<file path="src/rtl/cau_pkg.sv">
// Shared types and constants of the complex arithmetic unit.
`default_nettype none

package cau_pkg;

   // Default operand format: signed Q16.16
   localparam int DATA_WIDTH_DEF = 32;
   localparam int FRAC_BITS_DEF  = 16;

   localparam int OP_WIDTH     = 3;
   localparam int STATUS_WIDTH = 2;

   typedef enum logic [OP_WIDTH-1:0] {
      OP_ADD = 3'd0,
      OP_SUB = 3'd1,
      OP_MUL = 3'd2,
      OP_DIV = 3'd3,
      OP_MAG = 3'd4
   } op_type;

   typedef enum logic [STATUS_WIDTH-1:0] {
      ST_OK  = 2'd0,
      ST_DZ  = 2'd1,
      ST_SAT = 2'd2
   } status_type;

   // Control that travels with each item down the pipeline
   typedef struct packed {
      op_type op;
      logic   dz;
      logic   sat;
      logic   neg_re;
      logic   neg_im;
      logic   big_re;
      logic   big_im;
   } ctl_type;

endpackage

`default_nettype wire

</file>
<file path="src/rtl/cau_step.sv">
// One pipeline stage of the divider lanes and the square-root lane.
`default_nettype none

module cau_step #(
   parameter int DATA_WIDTH = 32
) (
   input  wire logic                     clock,
   input  wire logic                     reset,
   input  wire logic                     adv,
   input  wire logic                     in_valid,
   input  wire cau_pkg::ctl_type         in_ctl,
   input  wire logic [DATA_WIDTH-1:0]    in_res_re,
   input  wire logic [DATA_WIDTH-1:0]    in_res_im,
   input  wire logic [2*DATA_WIDTH-1:0]  in_den,
   input  wire logic [2*DATA_WIDTH:0]    in_r_re,
   input  wire logic [DATA_WIDTH-1:0]    in_dl_re,
   input  wire logic [DATA_WIDTH-1:0]    in_q_re,
   input  wire logic [2*DATA_WIDTH:0]    in_r_im,
   input  wire logic [DATA_WIDTH-1:0]    in_dl_im,
   input  wire logic [DATA_WIDTH-1:0]    in_q_im,
   input  wire logic [2*DATA_WIDTH-1:0]  in_src,
   input  wire logic [DATA_WIDTH+2:0]    in_rem,
   input  wire logic [DATA_WIDTH-1:0]    in_root,
   output logic                          out_valid,
   output cau_pkg::ctl_type              out_ctl,
   output logic [DATA_WIDTH-1:0]         out_res_re,
   output logic [DATA_WIDTH-1:0]         out_res_im,
   output logic [2*DATA_WIDTH-1:0]       out_den,
   output logic [2*DATA_WIDTH:0]         out_r_re,
   output logic [DATA_WIDTH-1:0]         out_dl_re,
   output logic [DATA_WIDTH-1:0]         out_q_re,
   output logic [2*DATA_WIDTH:0]         out_r_im,
   output logic [DATA_WIDTH-1:0]         out_dl_im,
   output logic [DATA_WIDTH-1:0]         out_q_im,
   output logic [2*DATA_WIDTH-1:0]       out_src,
   output logic [DATA_WIDTH+2:0]         out_rem,
   output logic [DATA_WIDTH-1:0]         out_root
);
   import cau_pkg::*;

   localparam int W  = DATA_WIDTH;
   localparam int PW = 2 * W;
   localparam int RW = PW + 1;
   localparam int MW = W + 3;

   logic [RW-1:0] dn;
   logic [RW-1:0] rs_re, rs_im;
   logic          ge_re, ge_im;
   logic [MW-1:0] rs_m, trial;
   logic          ge_m;

   // Restoring divide: bring down one dividend bit, subtract if it fits
   assign dn    = {1'b0, in_den};
   assign rs_re = {in_r_re[RW-2:0], in_dl_re[W-1]};
   assign rs_im = {in_r_im[RW-2:0], in_dl_im[W-1]};
   assign ge_re = rs_re >= dn;
   assign ge_im = rs_im >= dn;

   // Digit-by-digit root: bring down two radicand bits, try root*4+1
   assign rs_m  = {in_rem[MW-3:0], in_src[PW-1:PW-2]};
   assign trial = {1'b0, in_root, 2'b01};
   assign ge_m  = rs_m >= trial;

   always_ff @(posedge clock) begin
      if (reset) begin
         out_valid <= 1'b0;
      end else if (adv) begin
         out_valid <= in_valid;
      end
   end

   always_ff @(posedge clock) begin
      if (adv) begin
         out_ctl    <= in_ctl;
         out_res_re <= in_res_re;
         out_res_im <= in_res_im;
         out_den    <= in_den;
         out_r_re   <= ge_re ? (rs_re - dn) : rs_re;
         out_dl_re  <= {in_dl_re[W-2:0], 1'b0};
         out_q_re   <= {in_q_re[W-2:0], ge_re};
         out_r_im   <= ge_im ? (rs_im - dn) : rs_im;
         out_dl_im  <= {in_dl_im[W-2:0], 1'b0};
         out_q_im   <= {in_q_im[W-2:0], ge_im};
         out_src    <= {in_src[PW-3:0], 2'b00};
         out_rem    <= ge_m ? (rs_m - trial) : rs_m;
         out_root   <= {in_root[W-2:0], ge_m};
      end
   end

endmodule

`default_nettype wire

</file>
<file path="config.mk">
export PLATFORM = sky130hd
export DESIGN_NAME = cau_step
export DESIGN_NICKNAME = d
export VERILOG_FILES = /design/src/rtl/cau_pkg.sv /design/src/rtl/cau_step.sv
export SDC_FILE = /design/constraint.sdc
export NUM_CORES = 1
export LEC_CHECK = 0
export BUFFER_PORTS_ARGS = -buffer_cell sky130_fd_sc_hd__buf_2
export CAP_MARGIN = 20
export CORE_AREA = 2 2 414 416
export CTS_CLUSTER_DIAMETER = 200
export DETAILED_ROUTE_END_ITERATION = 6
export DIE_AREA = 0 0 416 418
export GPL_TIMING_DRIVEN = 0
export MAX_ROUTING_LAYER = met4
export PLACE_DENSITY = 0.32
export SYNTH_ARGS = -nofsm -noshare
export SYNTH_HDL_FRONTEND = slang
export SYNTH_SLANG_ARGS = --single-unit
</file>
<file path="constraint.sdc">
create_clock -name clock -period 5.4 [get_ports clock]
set_input_delay 0 -clock clock [delete_from_list [all_inputs] [get_ports clock]]
set_output_delay 0 -clock clock [all_outputs]
set_load 0.05 [all_outputs]
</file>
=== Yosys cells after proc, flatten, opt, wreduce, memory -nomap -nowiden ===
Index checks and enable logic that the tools add are counted.

* Bits in registers: 523

* Mux-type cells: 3
* Add/subtract/negate cells: 3
* Magnitude comparators: 3

{| class="wikitable"
|+ Operator list
! operator !! count
|-
| 65-bit by 64-bit greater-or-equal comparator with 1-bit output || 2
|-
| 65-bit 2-to-1 mux || 2
|-
| 65-bit by 64-bit subtractor with 65-bit output || 2
|-
| 35-bit by 34-bit greater-or-equal comparator with 1-bit output || 1
|-
| 35-bit 2-to-1 mux || 1
|-
| 35-bit by 34-bit subtractor with 35-bit output || 1
|}

=== Longest topological paths before layout ===
Gate-level depths: netlist of run 1.

* Depth after elaboration: 2
* Mapped depth: 17
* Mapped depth without buffers: 14

=== Worst setup path before layout of run 1 ===
OpenSTA, ideal clock, no wires.

* Kind: input to register
* Start point: in in_den[5]
* End point: reg out_r_re[64], data pin
* Path buffers: 0
* Arrival: 2.594 ns
* Slack: 2.544 ns
* Setup time: 0.262 ns
* Cell stages on the path: 13
* Path through: inv_1 ha_1 a21o_1 or4_1 o22ai_2 a31oi_1 a21o_1 a311oi_2 o21ai_2 a41oi_2 o31ai_1 a21oi_1 mux2_1

* Cells in the longest elaborated chain, start to end: 2
* Elaborated cells between the ends (all ways): 3

{| class="wikitable"
|+ Ends and longest elaborated chain
! what !! line !! RTL
|-
| from (decl) || cau_step.sv:14 || <nowiki>input wire logic [2*DATA_WIDTH-1:0] in_den,</nowiki>
|-
| 65-bit by 64-bit subtractor with 65-bit output / 65-bit by 64-bit greater-or-equal comparator with 1-bit output (equally long branches) || cau_step.sv:78, cau_step.sv:56 ||
|-
| 65-bit 2-to-1 mux (*) || cau_step.sv:78 || <nowiki>out_r_re <= ge_re ? (rs_re - dn) : rs_re;</nowiki>
|-
| to (signal assigned) || cau_step.sv:78 ||
|-
| to (decl) || cau_step.sv:29 || <nowiki>output logic [2*DATA_WIDTH:0] out_r_re,</nowiki>
|}

Every way passes the cells marked *; elsewhere a longest branch is shown, timed or not.
A chain may end at the register's enable or synchronous reset.

=== Final worst setup path of run 1 ===
* Start point: in in_den[2]
* End point: reg out_r_im[27], data pin

* Cells in the longest elaborated chain, start to end: 2
* Elaborated cells between the ends (all ways): 3

{| class="wikitable"
|+ Ends and longest elaborated chain
! what !! line !! RTL
|-
| 65-bit by 64-bit subtractor with 65-bit output / 65-bit by 64-bit greater-or-equal comparator with 1-bit output (equally long branches) || cau_step.sv:81, cau_step.sv:57 ||
|-
| 65-bit 2-to-1 mux (*) || cau_step.sv:81 || <nowiki>out_r_im <= ge_im ? (rs_im - dn) : rs_im;</nowiki>
|-
| to (signal assigned) || cau_step.sv:81 ||
|-
| to (decl) || cau_step.sv:32 || <nowiki>output logic [2*DATA_WIDTH:0] out_r_im,</nowiki>
|}

Marked as above.

==> flow_summary.toml, run 1 <==
[clock_network]
cts_buffers = 70
clk_pin_slew_ns = 0.05
clkSinkCount = 523
cts_resized = 0
clockBufferDepth = 3
cts_setup_buffers = 0
cts_tree = "yes"
root_buffer = "clkbuf_16"
h-tree-depth = 3
clock_latency_ns = 0.66

[setup_path]
rr_worst_depth = 3
crit_chain = "dlygate4sd3_1, buf_2, inv_1, ha_1, o211ai_1, a21oi_1, o21ai_1, o221ai_2, a221oi_2, nor2_2, a211oi_2, o21ai_1, a31oi_4, clkbuf_1, o21ai_0"
crit_path_frequent_cell = "o21ai_1"
cp_max_fo = 10
startpoint_type = "input port"
path_class = "input port to flip-flop"
crit_required_ns = 5.71
end_kind = "flip-flop"
critical_path.slowest_cell = "clkbuf_1"
cp_slowest_stage_delay_ns = 0.97
crit_arrival_ns = 5.47

[layout]
final_area_um2 = 44900
stdcell_count = 6496
fin_nets = 4901
final_cell_mix = "1081 x buf_2, 714 x dlygate4sd3_1, 522 x edfxtp_1"
area_growth_pct = 64.0
drive_gt1_share_pct = 29.2
n_fill_cell = 18262
mostFrequentLayoutCell = "buf_2"

[floorplanning]
fp.dieW_um = 416
core_um2 = 169000
rows = 151
dieArea_um2 = 174000
initial_core_util_pct = 16.2
die_y_um = 418
pin_count = 1057

[route]
route.detailed.wl_per_inst_um = 21.8
ant_nets = 0
drt-pass1-iter-count = 5
drt-total-wl_mm = 142
drcViolationCount = 0
via_count = 25927
via_per_inst = 3.99
drt_iter0_markers = 1392

[power]
p_per_area_nw_per_um2 = 316
ir_drop_uv = 234
power_mw = 14.2
leakagePower_nw = 19.0

[global_routing]
grt_start_max_net_pins = 110
grt.overflow.total = 0
antenna_found_initial = 43
grt_pass1_wl_mm = 198
grtUsageTotal_pct = 16.2
grt_pass1_vias = 27090

[timing]
fmax_mhz = 194
tightest_slew_ns = 1.24
setup_violations = 0
tns_ns = 0
hold_viol_final = 0
whs_ns = 0.0686
slew_violations = 0
slew_headroom_pct = 17.4
min_period_over_period_pct = 95.6
rsz0062_at_grt = "false"
skew_ns = 0
fin_crit_ns = 5.16

[place]
placed_cells = 5639
portBuffers = 1046
gp_congestion = 0.856
placed_cell_area_um2 = 35600
dp_hpwl_mm = 114

[run_status]
status = "finished clean"

[yosys]
synthCells = 2366
synth-edff-count = 522
yosysUniqueCellTypes = 83
ys_ff_latch = 523
synth_area_um2 = 27400
synth-main-ff-cell = "edfxtp_1"
async_flop_share_pct = 0
syn_area_per_cell_um2 = 11.6
seq_area_frac_synth_pct = 57.3
yosysWarningCount = 0

[run]
cap_violations = 0

[hold_path]
holdPathStages = 2
hold_path.class = "input port to flip-flop"
final timing paths:
path | slack [ns] | startpoint | end
setup / recovery | 0.24 | in_den[2] | out_r_im[27]
hold / removal | 0.07 | in_dl_re[9] | out_dl_re[10]
setup reg to reg | 4.26 | out_valid | out_valid
hold reg to reg | 1.04 | out_valid | out_valid
per-stage QoR:
step / utilization [%] / worst slack, ns
finish: 26.5 / 0.240
global route: 26.5 / 0.110
CTS: 26.5 / 0.0557
detailed placement: 21.0 / -0.293
global placement: 20.9 / -5.28
floorplan: - / 2.54
sequential cells by signal, summed over array words and instances, names as in the netlist:
| signal | count |
|---|---|
| out_r_im | 65 |
| out_r_re | 65 |
| out_den | 64 |
| out_src | 62 |
| out_rem | 35 |
| out_q_im | 32 |
| out_q_re | 32 |
| out_res_im | 32 |
| out_res_re | 32 |
| out_root | 32 |
| out_dl_im | 31 |
| out_dl_re | 31 |
| out_ctl | 9 |
| out_valid | 1 |
area by class of cell:
class	count	area, um2	share of cell area [%]
Inverter	133	499	1.11
Multi-Input combinational cell	1608	10700	23.9
Sequential cell	523	15700	35.0
Clock inverter	28	246	0.549
Tap cell	2218	2780	6.18
Clock buffer	93	1880	4.19
Buffer	105	474	1.06
Timing Repair Buffer	1766	12500	27.9
Antenna cell	22	55.1	0.123
synthesized netlist by cell type, types with 49 or more instances:
library cell  number  area [um2]
a21o_1            99         743
ha_1             162        2030
nand4_1           49         307
nand2_1          138         518
clkbuf_1          57         214
xor2_1            68         596
edfxtp_1         522       15700
nor2_1           207         777
xnor2_1           79         692
inv_1            132         495
o21ai_0          108         541
a21oi_1          288        1440
critical path, delay by kind of cell:
kind | cells | cell delay, ns
AOI/OAI and AO/OA | 9 | 3.01
buffers and inverters | 4 | 1.83
adders and majority gates | 1 | 0.37
and+or+nand+nor | 1 | 0.22
power breakdown:
part / internal (mW) / total, mW / switching, mW
sequential: 4.99 / 5.10 / 0.111
combinational: 1.39 / 4.57 / 3.18
clock: 2.55 / 4.53 / 1.97
total: 8.94 / 14.2 / 5.27
timing repair:
action	in CTS	in global routing
endpoints found under the hold margin	568	0
endpoints found under the setup margin	0	0
hold buffers	714	0
kinds of logic (layout without fill, tap and decap cells):
family                     Yosys count  in the layout  synth area share, %
other                                1             26               0.0137
DFF                                523            523                 57.3
xor gates and xnor gates           147            147                 4.70
and+or+nand+nor                    569            569                 9.79
buffers and inverters              238           2125                 3.56
adders and majority gates          164            164                 7.55
muxes                               31             31                 1.28
AOI/OAI and AO/OA                  693            693                 15.8
layer usage:
metal	up-vias	GRT usage [%]	share of wire, %
li1	12520	-	-
met1	12380	17.7	39
met2	826	28.9	52
met3	201	3.07	5.0
met4	0	6.40	3.9
met5	-	-	0
Power figures use the tool's default switching activity.
==> inputs of run 2 (changes only) <==
--- a/config.mk
+++ b/config.mk
@@ -14,6 +14,7 @@
 export GPL_TIMING_DRIVEN = 0
 export MAX_ROUTING_LAYER = met4
 export PLACE_DENSITY = 0.32
+export RECOVER_POWER = 50
 export SYNTH_ARGS = -nofsm -noshare
 export SYNTH_HDL_FRONTEND = slang
 export SYNTH_SLANG_ARGS = --single-unit
==> flow_summary.toml, run 2 (synthesized netlist as in run 1, its figures left out) <==
[run_status]
status = "finished, violations left"
violations = "max-capacitance violations, max-slew violations"

[layout]
final_area_um2 = 44500
fin_nets = 4901
area_growth_pct = 62.6
final_cell_mix = "777 x buf_2, 714 x dlygate4sd3_1, 522 x edfxtp_1"
drive_gt1_share_pct = 22.1
reg_top3 = "out_r_im: 65 flops, out_r_re: 65 flops, out_den: 64 flops"
mostFrequentLayoutCell = "buf_2"
n_fill_cell = 18407
seqCellArea_um2 = 15700
multiInputGateArea_um2 = 10700

[floorplanning]
die_y_um = 418
rows = 151
initial_core_util_pct = 16.2
fp.dieW_um = 416
dieArea_um2 = 174000
pin_count = 1057
core_um2 = 169000

[route]
drt-total-wl_mm = 142
route.detailed.wl_per_inst_um = 21.9
drt_iter0_markers = 1434
via_count = 25922
via_per_inst = 3.99
drt-pass1-iter-count = 5
ant_nets = 0
drcViolationCount = 0

[place]
placed_cell_area_um2 = 35600
dp_hpwl_mm = 114
gp_congestion = 0.856
portBuffers = 1046

[timing]
hold_viol_final = 0
tns_ns = 0
slew_headroom_pct = -107
tightest_slew_ns = 3.11
fin_crit_ns = 5.12
skew_ns = 0
rsz0062_at_grt = "false"
slew_violations = 49
setup_violations = 0
min_period_over_period_pct = 94.8
fmax_mhz = 195

[clock_network]
cts_setup_buffers = 0
h-tree-depth = 3
clockBufferDepth = 3
clkSinkCount = 523
cts_resized = 0
clock_latency_ns = 0.66
clk_pin_slew_ns = 0.05
cts_buffers = 70
cts_tree = "yes"
root_buffer = "clkbuf_16"

[power]
sw_frac_of_total_pct = 37.3
pwr-share-seq_pct = 36.1
power.net_switching_mw = 5.28
combPwrFrac_pct = 31.9
power_mw = 14.2
clock_power_share_pct = 32.0
p_per_area_nw_per_um2 = 318
ir_drop_uv = 236
leakagePower_nw = 18.1
p_int_mw = 8.89

[global_routing]
grt_pass1_vias = 27090
grt.overflow.total = 0
grt_pass1_wl_mm = 198
grt_start_max_net_pins = 110
grtUsageTotal_pct = 16.2
antenna_found_initial = 43

[setup_path]
cp_max_fo = 10
end_kind = "flip-flop"
crit_required_ns = 5.70
crit_arrival_ns = 5.43
startpoint_type = "input port"
path_class = "input port to flip-flop"

[run]
cap_violations = 1

[hold_path]
hold_path.class = "input port to flip-flop"
## run 2: changes by cell type in the layout (fill, tap and decap cells not counted)
cell / previous run / this run
buf_2: 1081 / 777
buf_8: 1 / 0
clkbuf_1: 77 / 382
## run 2: final timing paths
kind / cells after the start / start / slack (ns) / to
worst max-delay path: 14 / in_den[0] / 0.28 / out_r_im[27]
worst min-delay path: 2 / in_dl_re[9] / 0.07 / out_dl_re[10]
worst max register to register: 3 / out_valid / 4.26 / out_valid
worst min register to register: 3 / out_valid / 1.04 / out_valid
## run 2: worst max-delay path, stage by stage
cell,delay [ns]
dlygate4sd3_1,0.52
clkbuf_1,0.33
ha_1,0.38
nand2b_1,0.18
a21oi_1,0.13
o21ai_1,0.26
o221ai_2,0.25
a221oi_2,0.54
nor2_2,0.21
a211oi_2,0.43
o21ai_1,0.21
a31oi_4,0.59
clkbuf_1,0.95
o21ai_0,0.40
## run 2: what timing repair did
item / 4_1_cts / 5_1_grt
hold buffers: 714 / 0
hold endpoints to repair: 568 / 0
setup endpoints to repair: 0 / 0
## run 2: layer usage
layer,vias to the layer above,part of all wire (%),global-route usage [%]
met2,825,52,28.9
met3,207,5.0,3.07
met1,12372,39,17.7
li1,12518,-,-
met5,-,0,-
met4,0,3.9,6.40
## run 2: final cells by class
type                       count  area share (%)
timing repair buffer        1766            27.3
clock buffer                  93            4.22
sequential                   523            35.3
inverter                     133            1.12
multi-input combinational   1608            24.1
tap                         2218            6.24
antenna                       22           0.124
buffer                       105            1.07
clock inverter                28           0.554
## run 2: power by group through the flow
| stage | sequential [mW] | clock, mW | combinational [mW] |
|---|---|---|---|
| after floorplan | 6.68 | 0 | 1.23 |
| after global routing | 5.15 | 4.85 | 4.82 |
| final | 5.11 | 4.53 | 4.52 |
| after global placement | 5.25 | 0 | 4.18 |
| after detailed placement | 5.18 | 0 | 4.16 |
| after CTS | 5.11 | 4.72 | 4.64 |
## run 2: stage by stage
step	cells	setup WS [ns]	hold slack, ns	util, %
detailed placement	5639	-0.293	0.161	21.0
global route	6494	0.0524	0.0267	26.3
CTS	6474	0.0557	0.000346	26.5
global placement	5633	-5.28	0.162	20.9
finish	6496	0.278	0.0687	26.3
floorplan	2369	2.54	0.0724	-
==> inputs of run 3 (changes only) <==
--- a/config.mk
+++ b/config.mk
@@ -7,13 +7,13 @@
 export LEC_CHECK = 0
 export BUFFER_PORTS_ARGS = -buffer_cell sky130_fd_sc_hd__buf_2
 export CAP_MARGIN = 20
-export CORE_AREA = 2 2 414 416
+export CORE_AREA = 2 2 410 412
 export CTS_CLUSTER_DIAMETER = 200
 export DETAILED_ROUTE_END_ITERATION = 6
-export DIE_AREA = 0 0 416 418
+export DIE_AREA = 0 0 412 414
 export GPL_TIMING_DRIVEN = 0
 export MAX_ROUTING_LAYER = met4
-export PLACE_DENSITY = 0.32
+export PLACE_DENSITY = 0.33
 export RECOVER_POWER = 50
 export SYNTH_ARGS = -nofsm -noshare
 export SYNTH_HDL_FRONTEND = slang
==> flow_summary.toml, run 3 (synthesized netlist as in run 1, its figures left out) <==
[global_routing]
grt_start_max_net_pins = 98
antenna_found_initial = 58
grt_pass1_wl_mm = 218
grtUsageTotal_pct = 18.8
grt_pass1_vias = 27183
grt.overflow.total = 0

[route]
drt_iter0_markers = 1584
drcViolationCount = 0
via_per_inst = 4.09
drt-total-wl_mm = 163
ant_nets = 0
route.detailed.wl_per_inst_um = 25.1
drt-pass1-iter-count = 5
via_count = 26563

[layout]
final_area_um2 = 44400
drive_gt1_share_pct = 19.5
fin_nets = 4880
reg_top3 = "out_r_im: 65 flops, out_r_re: 65 flops, out_den: 64 flops"
final_cell_mix = "689 x dlygate4sd3_1, 638 x buf_2, 522 x edfxtp_1"
mostFrequentLayoutCell = "dlygate4sd3_1"
n_fill_cell = 18056
area_growth_pct = 62.3

[timing]
slew_violations = 81
min_period_over_period_pct = 94.6
hold_viol_final = 0
tightest_slew_ns = 4.56
fin_crit_ns = 5.11
skew_ns = 0
rsz0062_at_grt = "false"
tns_ns = 0
fmax_mhz = 196
setup_violations = 0
slew_headroom_pct = -204

[run_status]
status = "finished, violations left"
violations = "max-capacitance violations, max-slew violations"

[setup_path]
end_kind = "flip-flop"
path_class = "input port to flip-flop"
r2r_start = "out_valid"
crit_arrival_ns = 5.47
reg2reg_to = "out_valid"
rr_worst_depth = 3
r2r_slack_ns = 4.17
startpoint_type = "input port"
crit_required_ns = 5.76
cp_max_fo = 10

[hold_path]
hp-start = "in_q_re[25]"
hold_path.class = "input port to flip-flop"
holdPathEnd = "out_q_re[26]"
holdPathStages = 2

[clock_network]
clockBufferDepth = 3
clock_latency_ns = 0.67
cts_tree = "yes"
h-tree-depth = 3
clkSinkCount = 523
cts_buffers = 72
clk_pin_slew_ns = 0.06
cts_setup_buffers = 0
root_buffer = "clkbuf_16"

[power]
ir_drop_uv = 211
p_per_area_nw_per_um2 = 334
leakagePower_nw = 17.8

[floorplanning]
dieArea_um2 = 171000
pin_count = 1057
core_um2 = 166000
die_y_um = 414
rows = 150
initial_core_util_pct = 16.5
fp.dieW_um = 412

[place]
gp_congestion = 0.894
placed_cell_area_um2 = 35600
portBuffers = 1046
dp_hpwl_mm = 134

[run]
cap_violations = 1
-- run 3: changes by cell type in the layout (fill, tap and decap cells not counted), sizes merged --
cell          delta
buf            -138
clkbuf         +126
dlygate4sd3     -25
diode           +20
bufinv           +8
clkinv           +7
inv              +4
clkinvlp         +3
dlymetal6s2s     +1
-- run 3: what timing repair did --
action | CTS | global route
hold buffers | 689 | 0
gates resized for setup | 0 | 2
endpoints found under the setup margin | 0 | 31
hold endpoints to repair | 599 | 0
-- run 3: metal layers --
layer	wire length, um	GRT usage, %	vias to the layer above
li1	-	-	12520
met1	65800	21.5	12890
met2	79900	32.0	936
met3	10700	4.40	217
met4	6230	6.93	0
met5	0	-	-
-- run 3: how the worst max path moves through the flow --
stage	start	cells past startpoint	to	slack [ns]
4_1_cts	in_den[4]	16	out_r_re[18]	0.004
5_1_grt	in_den[4]	16	out_r_re[8]	0.06
6_report	in_den[4]	16	out_r_re[8]	0.29
3_3_place_gp	adv	1	out_root[12]	-5.37
2_1_floorplan	in_den[5]	13	out_r_re[64]	2.54
3_5_place_dp	in_den[2]	15	out_r_re[18]	-0.41
-- run 3: stage by stage --
step           instances  setup WS (ns)  hold slack [ns]  util, %  power, mW
5_1_grt             6477         0.0564           0.0288     26.7       15.5
4_1_cts             6446        0.00370        0.0000355     27.0       15.2
2_1_floorplan       2369           2.54           0.0724        -       7.90
3_3_place_gp        5619          -5.37            0.161     21.3       9.57
3_5_place_dp        5627         -0.406            0.165     21.4       9.48
6_report            6488          0.293           0.0602     26.7       14.8
-- run 3: critical path, cell delays in order --
cell	delay, ns
dlygate4sd3_1	0.53
buf_2	0.19
inv_1	0.14
ha_1	0.40
nand3_1	0.31
o21bai_1	0.29
a21oi_1	0.30
o21ai_1	0.36
a211oi_4	0.67
o21ai_1	0.18
o2111ai_1	0.16
a211oi_1	0.16
o21ai_1	0.28
buf_2	0.57
buf_2	0.57
a21oi_1	0.25
-- run 3: area by class of cell --
cell class | count | area, um2 | area share (%)
sequential | 523 | 15700 | 35.3
buffer | 105 | 475 | 1.07
clock inverter | 50 | 564 | 1.27
antenna | 42 | 105 | 0.237
clock buffer | 80 | 1850 | 4.17
inverter | 133 | 499 | 1.12
multi-input combinational | 1608 | 10700 | 24.2
tap | 2204 | 2760 | 6.21
timing repair buffer | 1743 | 11800 | 26.5
-- run 3: report_power, final --
| group | switching [mW] | internal, mW |
|---|---|---|
| clock | 2.09 | 2.97 |
| combinational | 3.32 | 1.31 |
| sequential | 0.142 | 5.00 |
